`src/rtl/imgconv_pkg.sv`:
```
// ----------------------------------------------------------------------------
// imgconv_pkg
// Shared types, widths and codes of the 2d convolution image filter.
// ----------------------------------------------------------------------------
`default_nettype none

package imgconv_pkg;

  localparam int MAX_PIXELS_DEF      = 4096;
  localparam int MAX_KERNEL_TAPS_DEF = 49;

  localparam int DATA_W     = 16;  // pixel, weight and result width
  localparam int SLOT_W     = 12;
  localparam int POS_W      = 6;   // column and row
  localparam int DIM_W      = 7;   // image width and height
  localparam int KDIM_W     = 3;   // kernel width and height
  localparam int OP_W       = 2;
  localparam int CFG_IDX_W  = 2;
  localparam int CFG_DATA_W = 7;
  localparam int ADDR_W     = 16;  // signed tap address
  localparam int TAP_W      = 6;   // weight index, up to 7*7-1

  typedef logic        [OP_W-1:0]      opcode_t;
  typedef logic        [CFG_IDX_W-1:0] cfg_index_t;
  typedef logic signed [DATA_W-1:0]    sample_t;

  localparam opcode_t OP_WRITE_PIXEL  = 2'd0;
  localparam opcode_t OP_WRITE_WEIGHT = 2'd1;
  localparam opcode_t OP_COMPUTE      = 2'd2;

  localparam cfg_index_t CFG_IMAGE_WIDTH   = 2'd0;
  localparam cfg_index_t CFG_IMAGE_HEIGHT  = 2'd1;
  localparam cfg_index_t CFG_KERNEL_WIDTH  = 2'd2;
  localparam cfg_index_t CFG_KERNEL_HEIGHT = 2'd3;

  // control of the shared multiply-accumulate unit
  typedef struct packed {
    logic clear;  // start of a new window sum
    logic valid;  // pixel and weight data of one tap are present
    logic zero;   // tap falls outside the image or the weight store
  } tap_ctl_t;

endpackage

`default_nettype wire

```
`src/rtl/imgconv_mac.sv`:
```
// ----------------------------------------------------------------------------
// imgconv_mac
// Shared multiply-accumulate unit: one tap product per cycle, registered,
// then added into a 16-bit wrapping accumulator.
// ----------------------------------------------------------------------------
`default_nettype none

module imgconv_mac (
  input  wire                         clk,
  input  wire                         rst_n,
  input  wire imgconv_pkg::tap_ctl_t  ctl,
  input  wire imgconv_pkg::sample_t   pixel,
  input  wire imgconv_pkg::sample_t   weight,
  output imgconv_pkg::sample_t        acc,
  output logic                        busy
);
  import imgconv_pkg::*;

  logic signed [2*DATA_W-1:0] prod_full;
  sample_t                    prod_r;
  logic                       prod_vld_r;
  sample_t                    acc_r;

  assign prod_full = pixel * weight;

  always_ff @(posedge clk) begin
    if (!rst_n) begin
      prod_vld_r <= 1'b0;
    end else begin
      prod_vld_r <= ctl.valid;
    end
  end

  // only the low half of the product matters, the sum wraps to 16 bits
  always_ff @(posedge clk) begin
    prod_r <= ctl.zero ? '0 : sample_t'(prod_full[DATA_W-1:0]);
    if (ctl.clear) begin
      acc_r <= '0;
    end else if (prod_vld_r) begin
      acc_r <= acc_r + prod_r;
    end
  end

  assign acc  = acc_r;
  assign busy = prod_vld_r;

endmodule

`default_nettype wire

```
`config.mk`:
```
export PLATFORM = sky130hd
export DESIGN_NAME = imgconv_mac
export DESIGN_NICKNAME = d
export VERILOG_FILES = /design/src/rtl/imgconv_pkg.sv /design/src/rtl/imgconv_mac.sv
export SDC_FILE = /design/constraint.sdc
export NUM_CORES = 1
export LEC_CHECK = 0
export ABC_AREA = 1
export BUFFER_PORTS_ARGS = -buffer_cell sky130_fd_sc_hd__buf_4
export CAP_MARGIN = 20
export CORE_MARGIN = 4
export CORE_UTILIZATION = 60
export DETAILED_ROUTE_END_ITERATION = 16
export PLACE_DENSITY = 0.8
export SLEW_MARGIN = 15
export SYNTH_ARGS = -nofsm -noshare
export SYNTH_HDL_FRONTEND = slang
export SYNTH_SLANG_ARGS = --single-unit
```
`constraint.sdc`:
```
create_clock -name clk -period 6.41 [get_ports clk]
set_clock_uncertainty 0.05 [all_clocks]
set_input_delay 0.9615 -clock clk [delete_from_list [all_inputs] [get_ports clk]]
set_output_delay 0.9615 -clock clk [all_outputs]
set_load 0.02 [all_outputs]
```
==> impl_metrics.py, run 1 <==
metrics = {
    "outcome": {
        "result_of_the_run": "finished, final reports clean",
    },
    "clocking": {
        "cts.root.buffer_cell": "sky130_fd_sc_hd__clkbuf_8",
        "clkSlewWorstSetupHoldPaths_ns": 0.08,
        "cts_tree": "built",
        "clkLatencyLatePin_ns": 0.29,
        "numCtsBuffers": 5,
        "post_cts_hold_buffer_count": 0,
        "cts_resized": 0,
        "cts_post_setup_buffers_inserted": 0,
        "max-clock-path-buffers": 2,
        "numClockSinks": 33,
        "clock_tree.htree_level_count": 2,
    },
    "logic_synthesis": {
        "synth_top_flop_cell": "sky130_fd_sc_hd__dfxtp_1",
        "synth_net_count": 1096,
        "synth_area_um2": 6290,
        "ys_warn_count": 0,
        "yosysTopAreaCell": "sky130_fd_sc_hd__fa_1",
        "synth_area_leaders": "sky130_fd_sc_hd__fa_1, sky130_fd_sc_hd__inv_1, sky130_fd_sc_hd__ha_1, sky130_fd_sc_hd__nand2_1, sky130_fd_sc_hd__dfxtp_1",
        "synth_enable_flop_cells": 0,
        "postSynth.asyncResetShare_pct": 0,
        "synth.yosys.seq_area_share_pct": 10.5,
        "top_area_cell_type_share_of_the_netlist_area_pct": 25.5,
        "yosys_register_bits": 33,
        "post_synth.cell_area_avg_um2": 6.96,
        "netlist_instances": 903,
        "synth_cell_type_count": 36,
    },
    "placement": {
        "hpwlAfterDp_um": 11800,
        "place_congestion": 0.883,
        "port_buffers": 53,
        "placed_cells": 1067,
    },
    "global_routing": {
        "grt_antenna_before_repair": 0,
        "grt_use_total_pct": 25.6,
        "first_global_vias": 5529,
        "grt_start_max_net_pins": 24,
        "grt_first_pass_wirelength_um": 24600,
        "grt.overflow.total": 0,
    },
    "timing": {
        "unrepaired_setup_endpoints_after_global_routing": "no",
        "relSlewSlack_pct": 76.2,
        "final_hold_viol_count": 0,
        "setup_viol_count_final": 0,
        "fin_crit_ns": 5.55,
        "min_period_over_period_pct": 86.5,
        "tightestPinTransition_ns": 0.357,
        "timing.setup.tns_ns": 0,
        "maxSlewViolCount": 0,
        "achievable-frequency_mhz": 180,
    },
    "final_layout": {
        "final_nets": 1131,
        "mostFrequentLayoutCells": "sky130_fd_sc_hd__inv_1, sky130_fd_sc_hd__nand2_1, sky130_fd_sc_hd__fa_1",
        "antennaDiodeCount": 0,
        "layout_fillers": 926,
        "synthToLayoutAreaGrowth_pct": 9.20,
        "drive_above_1_share_pct": 8.52,
        "finalCoreUtilization_pct": 66.8,
        "layoutNonFillerInstCount": 1075,
        "final_common_cell": "sky130_fd_sc_hd__inv_1",
    },
    "routing": {
        "drc_errors": 0,
        "drt-initial-drc-count": 288,
        "drtPass1Iterations": 5,
        "drt-total-wl_um": 14000,
        "route.vias.total": 5474,
        "wl_per_cell_um": 13.1,
        "count_of_nets_left_with_antenna_violations_after_detail_routing": 0,
        "route.detailed.vias_per_inst": 5.09,
    },
    "setup_path": {
        "r2r_cells": 11,
        "cp.required_ns": 6.54,
        "data_arrival_critical_path_ns": 5.67,
        "regToRegStartpoint": "acc[0]",
        "crit_fanout": 16,
        "critPathLaunchType": "primary input",
        "critPathCaptureType": "flip-flop",
        "criticalPathCategory": "in2reg",
        "setup.reg_to_reg.worst_slack_ns": 4.23,
        "worst_r2r_endpoint": "acc[14]",
    },
    "die": {
        "dieHeight_um": 110,
        "placement_rows": 37,
        "core_area_um2": 10300,
        "chipWidth_um": 110,
        "start_util_pct": 61.2,
        "die_area_um2": 12200,
        "io-pin-count": 54,
    },
    "min_path": {
        "holdCritPathClass": "reg2reg",
        "min_delay_path_depth": 2,
        "hold_start": "acc[12]",
        "holdPathEnd": "acc[12]",
    },
    "power_and_ir_drop": {
        "leakage_nw": 4.32,
        "powerDensity_nw_per_um2": 341,
        "vdd.ir_drop.worst_v": 0.000245,
    },
    "job": {
        "timing.max_cap.violations": 0,
    },
}
## Yosys cell counts, types with 2 or more instances
| cell | number |
|---|---|
| sky130_fd_sc_hd__nand4_1 | 5 |
| sky130_fd_sc_hd__clkbuf_2 | 2 |
| sky130_fd_sc_hd__nand2_4 | 2 |
| sky130_fd_sc_hd__buf_2 | 5 |
| sky130_fd_sc_hd__nor2_1 | 40 |
| sky130_fd_sc_hd__or2_1 | 2 |
| sky130_fd_sc_hd__nand3_2 | 3 |
| sky130_fd_sc_hd__a31oi_1 | 2 |
| sky130_fd_sc_hd__inv_1 | 257 |
| sky130_fd_sc_hd__dfxtp_1 | 33 |
| sky130_fd_sc_hd__nand3_1 | 37 |
| sky130_fd_sc_hd__nor3_1 | 3 |
| sky130_fd_sc_hd__xnor2_1 | 5 |
| sky130_fd_sc_hd__inv_2 | 3 |
| sky130_fd_sc_hd__a21oi_1 | 34 |
| sky130_fd_sc_hd__ha_1 | 76 |
| sky130_fd_sc_hd__o21ai_0 | 33 |
| sky130_fd_sc_hd__nand2_2 | 7 |
| sky130_fd_sc_hd__xor2_1 | 10 |
| sky130_fd_sc_hd__o211ai_1 | 3 |
| sky130_fd_sc_hd__fa_1 | 80 |
| sky130_fd_sc_hd__buf_4 | 2 |
| sky130_fd_sc_hd__clkbuf_1 | 16 |
| sky130_fd_sc_hd__a21o_1 | 5 |
| sky130_fd_sc_hd__nand2_1 | 227 |
## metrics by stage
step | hold WS (ns) | area (um2) | power [mW] | setup slack [ns]
2_1_floorplan | 0.491 | 6290 | 1.69 | 0.567
3_3_place_gp | 0.460 | 6750 | 2.07 | 0.669
3_5_place_dp | 0.474 | 6750 | 2.13 | 0.560
4_1_cts | 0.487 | 6860 | 2.34 | 0.852
5_1_grt | 0.528 | 6860 | 2.67 | 0.582
6_report | 0.483 | 6860 | 2.34 | 0.864
## layout make-up
cell class	instances	area, um2	share of cell area (%)
clock buffer	7	86.3	1.26
clock inverter	1	30.0	0.437
inverter	260	976	14.2
multi-input combinational	584	4540	66.1
sequential	33	661	9.62
tap	136	170	2.48
timing repair buffer	54	405	5.91
## sequential cells by signal (all words and copies together), names as in the netlist
name	flops
acc	16
busy	1
prod_r	16
## metal layers
metal | vias up | global-route usage (%) | share of wire [%]
met2 | 158 | 45.9 | 51
met4 | 0 | 5.80 | 2.1
met3 | 28 | 3.61 | 5.3
li1 | 2728 | - | -
met1 | 2560 | 32.7 | 42
met5 | - | 0 | 0
## power by group
part	switching, mW	internal [mW]	total (mW)
clock	0.0805	0.127	0.207
sequential	0.0248	0.258	0.283
combinational	1.14	0.706	1.85
total	1.25	1.09	2.34
## critical path, cell delays in order
cell and delay (ns):
sky130_fd_sc_hd__buf_4 0.19, sky130_fd_sc_hd__nand2_1 0.11, sky130_fd_sc_hd__fa_1 0.51, sky130_fd_sc_hd__fa_1 0.57
sky130_fd_sc_hd__fa_1 0.46, sky130_fd_sc_hd__fa_1 0.56, sky130_fd_sc_hd__inv_1 0.05, sky130_fd_sc_hd__fa_1 0.47
sky130_fd_sc_hd__inv_1 0.05, sky130_fd_sc_hd__fa_1 0.48, sky130_fd_sc_hd__inv_1 0.04, sky130_fd_sc_hd__ha_1 0.33
sky130_fd_sc_hd__nand2_1 0.09, sky130_fd_sc_hd__nor3_1 0.20, sky130_fd_sc_hd__nand3_1 0.10, sky130_fd_sc_hd__nand3_1 0.13
sky130_fd_sc_hd__nand2_1 0.06, sky130_fd_sc_hd__nand2_1 0.06, sky130_fd_sc_hd__a21oi_1 0.08, sky130_fd_sc_hd__a21oi_1 0.13
sky130_fd_sc_hd__nor2_1 0.06
## worst max-delay path by stage
| stage | from | endpoint |
|---|---|---|
| 2_1_floorplan | weight[1] | prod_r[15] |
| 3_3_place_gp | weight[1] | prod_r[15] |
| 3_5_place_dp | weight[1] | prod_r[15] |
| 4_1_cts | weight[1] | prod_r[15] |
| 5_1_grt | weight[1] | prod_r[15] |
| 6_report | weight[1] | prod_r[15] |
## cells by family after synthesis
| group | Yosys count | share of synthesized area [%] |
|---|---|---|
| AO/OA/AOI/OAI | 86 | 7.78 |
| XOR/XNOR | 15 | 2.09 |
| adder cells (fa/ha/maj) | 156 | 40.6 |
| buffers and inverters | 286 | 17.3 |
| flip-flops | 33 | 10.5 |
| AND/OR/NAND/NOR | 327 | 21.7 |
No activity file was read; power rests on OpenSTA's default activity.
==> run 2: changes to the inputs <==
--- a/config.mk
+++ b/config.mk
@@ -8,6 +8,7 @@
 export ABC_AREA = 1
 export BUFFER_PORTS_ARGS = -buffer_cell sky130_fd_sc_hd__buf_4
 export CAP_MARGIN = 20
+export CORE_ASPECT_RATIO = 0.7
 export CORE_MARGIN = 4
 export CORE_UTILIZATION = 60
 export DETAILED_ROUTE_END_ITERATION = 16
==> constraint.sdc (replaced) <==
create_clock -name clk -period 6.9 [get_ports clk]
set_clock_uncertainty 0.05 [all_clocks]
set_input_delay 1.035 -clock clk [delete_from_list [all_inputs] [get_ports clk]]
set_output_delay 1.035 -clock clk [all_outputs]
set_load 0.02 [all_outputs]
==> run 2 against run 1 <==
Against the previous run:
- cell count shrank 0.74%
- global-route usage is 0.47 points higher
- via count down 0.75%
- utilization increased by 2.3 points
- non-clock buffer count stayed put
- wire length rose by 3.6%
- clock power hardly changed
- combinational power fell by 6%
- power down 5.8%
- sequential power shrank 8.8%
- first-iteration DRC count is 57% higher
- critical endpoint unchanged
- register-to-register slack better by 0.37 ns
==> impl_metrics.py, run 2 (synthesis gave the netlist of run 1 again) <==
metrics = {
    "global_routing": {
        "grt.overflow.total": 0,
        "grt_start_max_net_pins": 24,
        "first_global_vias": 5317,
        "grt_antenna_before_repair": 0,
        "grt_first_pass_wirelength_um": 25200,
        "grt_use_total_pct": 26.1,
    },
    "timing": {
        "timing.setup.tns_ns": 0,
        "fin_crit_ns": 5.71,
        "unrepaired_setup_endpoints_after_global_routing": "no",
        "worst_hold_slack_ns": 0.451,
        "maxSlewViolCount": 0,
        "setup_ws_ns": 1.19,
        "final_hold_viol_count": 0,
        "relSlewSlack_pct": 66.1,
        "achievable-frequency_mhz": 175,
        "tightestPinTransition_ns": 0.503,
        "setup_viol_count_final": 0,
        "min_period_over_period_pct": 82.7,
    },
    "clocking": {
        "cts.root.buffer_cell": "sky130_fd_sc_hd__clkbuf_16",
        "cts_post_setup_buffers_inserted": 0,
        "numCtsBuffers": 5,
        "post_cts_hold_buffer_count": 0,
        "clock_tree.htree_level_count": 2,
        "clkLatencyLatePin_ns": 0.28,
        "max-clock-path-buffers": 2,
        "cts_resized": 0,
        "clkSlewWorstSetupHoldPaths_ns": 0.05,
        "numClockSinks": 33,
        "cts_tree": "built",
    },
    "placement": {
        "place_worst_setup_slack_ns": 0.948,
        "place_congestion": 0.905,
        "post_dp_cell_area_um2": 6740,
        "port_buffers": 53,
        "placed_cells": 1059,
        "hpwlAfterDp_um": 12000,
    },
    "setup_path": {
        "regToRegStartpoint": "acc[0]",
        "critPathCaptureType": "flip-flop",
        "cp-startpoint": "weight[1]",
        "crit_fanout": 16,
        "data_arrival_critical_path_ns": 5.83,
        "cp.required_ns": 7.02,
        "critPathLaunchType": "primary input",
        "criticalPathCategory": "in2reg",
    },
    "min_path": {
        "hold_start": "acc[15]",
        "holdCritPathClass": "reg2reg",
    },
    "final_layout": {
        "final_common_cell": "sky130_fd_sc_hd__inv_1",
        "mostFrequentLayoutCells": "sky130_fd_sc_hd__inv_1, sky130_fd_sc_hd__nand2_1, sky130_fd_sc_hd__fa_1",
        "drive_above_1_share_pct": 8.52,
        "layoutNonFillerInstCount": 1067,
        "antennaDiodeCount": 0,
        "synthToLayoutAreaGrowth_pct": 9.39,
        "post-route-cell-area_um2": 6880,
        "final_nets": 1131,
    },
    "power_and_ir_drop": {
        "sw_frac_of_total_pct": 53.5,
        "powerDensity_nw_per_um2": 321,
        "power_frac_seq_pct": 11.7,
        "pwr-share-comb_pct": 78.8,
        "clkPwrFrac_pct": 9.5,
        "power_report.internal_total_mw": 1.03,
        "power_switching_mw": 1.18,
        "leakage_nw": 4.33,
        "vdd.ir_drop.worst_v": 0.000275,
    },
    "die": {
        "core_area_um2": 9950,
        "chipWidth_um": 130,
        "placement_rows": 30,
        "dieHeight_um": 93.6,
        "start_util_pct": 63.2,
        "io-pin-count": 54,
        "die_area_um2": 12200,
    },
    "routing": {
        "route.detailed.vias_per_inst": 5.09,
        "met3_wirelength_um": 1230,
        "drt-initial-drc-count": 452,
        "wl_per_cell_um": 13.6,
        "top_signal_layer_used": "met4",
        "drtPass1Iterations": 5,
        "route.vias.total": 5433,
        "met2RoutedLength_um": 5920,
        "routedLengthMet1_um": 7240,
        "drc_errors": 0,
        "drt-total-wl_um": 14500,
        "count_of_nets_left_with_antenna_violations_after_detail_routing": 0,
    },
    "outcome": {
        "result_of_the_run": "finished, final reports clean",
    },
    "job": {
        "timing.max_cap.violations": 0,
    },
}
==> run 2: cell count changes in the layout (fill, tap and decap cells not counted), sizes merged <==
cell    change
clkinv      +2
bufinv      -1
clkbuf      -1
==> run 2: power groups by stage <==
| stage | Sequential [mW] | Combinational [mW] | Clock (mW) |
|---|---|---|---|
| floorplan | 0.269 | 1.30 | 0 |
| finish | 0.258 | 1.74 | 0.210 |
| detailed placement | 0.262 | 1.70 | 0 |
| global placement | 0.263 | 1.67 | 0 |
| global route | 0.262 | 2.05 | 0.227 |
| CTS | 0.258 | 1.72 | 0.215 |
==> run 2: final timing paths <==
path,end,slack [ns],depth (start not counted)
max,prod_r[15],1.19,21
max reg2reg,acc[14],4.60,11
min,acc[15],0.45,2
min reg2reg,acc[15],0.45,2
==> run 2: worst max-delay path: stages <==
cell and delay, ns:
sky130_fd_sc_hd__buf_4 0.23, sky130_fd_sc_hd__nand2_1 0.12, sky130_fd_sc_hd__fa_1 0.51, sky130_fd_sc_hd__fa_1 0.58
sky130_fd_sc_hd__fa_1 0.44, sky130_fd_sc_hd__fa_1 0.54, sky130_fd_sc_hd__inv_1 0.05, sky130_fd_sc_hd__fa_1 0.48
sky130_fd_sc_hd__inv_1 0.05, sky130_fd_sc_hd__fa_1 0.47, sky130_fd_sc_hd__inv_1 0.04, sky130_fd_sc_hd__ha_1 0.33
sky130_fd_sc_hd__nand2_1 0.09, sky130_fd_sc_hd__nor3_1 0.22, sky130_fd_sc_hd__nand3_1 0.13, sky130_fd_sc_hd__nand3_1 0.14
sky130_fd_sc_hd__nand2_1 0.06, sky130_fd_sc_hd__nand2_1 0.05, sky130_fd_sc_hd__a21oi_1 0.08, sky130_fd_sc_hd__a21oi_1 0.12
sky130_fd_sc_hd__nor2_1 0.06
==> run 2: cell type report <==
| type | count | area, um2 |
|---|---|---|
| timing repair buffer | 54 | 405 |
| inverter | 260 | 976 |
| fill | 828 | 3070 |
| clock buffer | 6 | 129 |
| sequential | 33 | 661 |
| tap | 128 | 160 |
| clock inverter | 2 | 10.0 |
| multi-input combinational | 584 | 4540 |
==> run 2: per-layer routing <==
metal | global-route usage [%] | vias up
met4 | 3.60 | 0
met5 | 0 | -
met2 | 38.1 | 182
met3 | 4.22 | 14
li1 | - | 2737
met1 | 41.2 | 2500
==> run 2: metrics by stage <==
stage / total power [mW] / utilization [%]
floorplan: 1.57 / -
global placement: 1.93 / 67.7
detailed placement: 1.96 / 67.7
CTS: 2.19 / 69.1
global route: 2.54 / 69.1
finish: 2.20 / 69.1
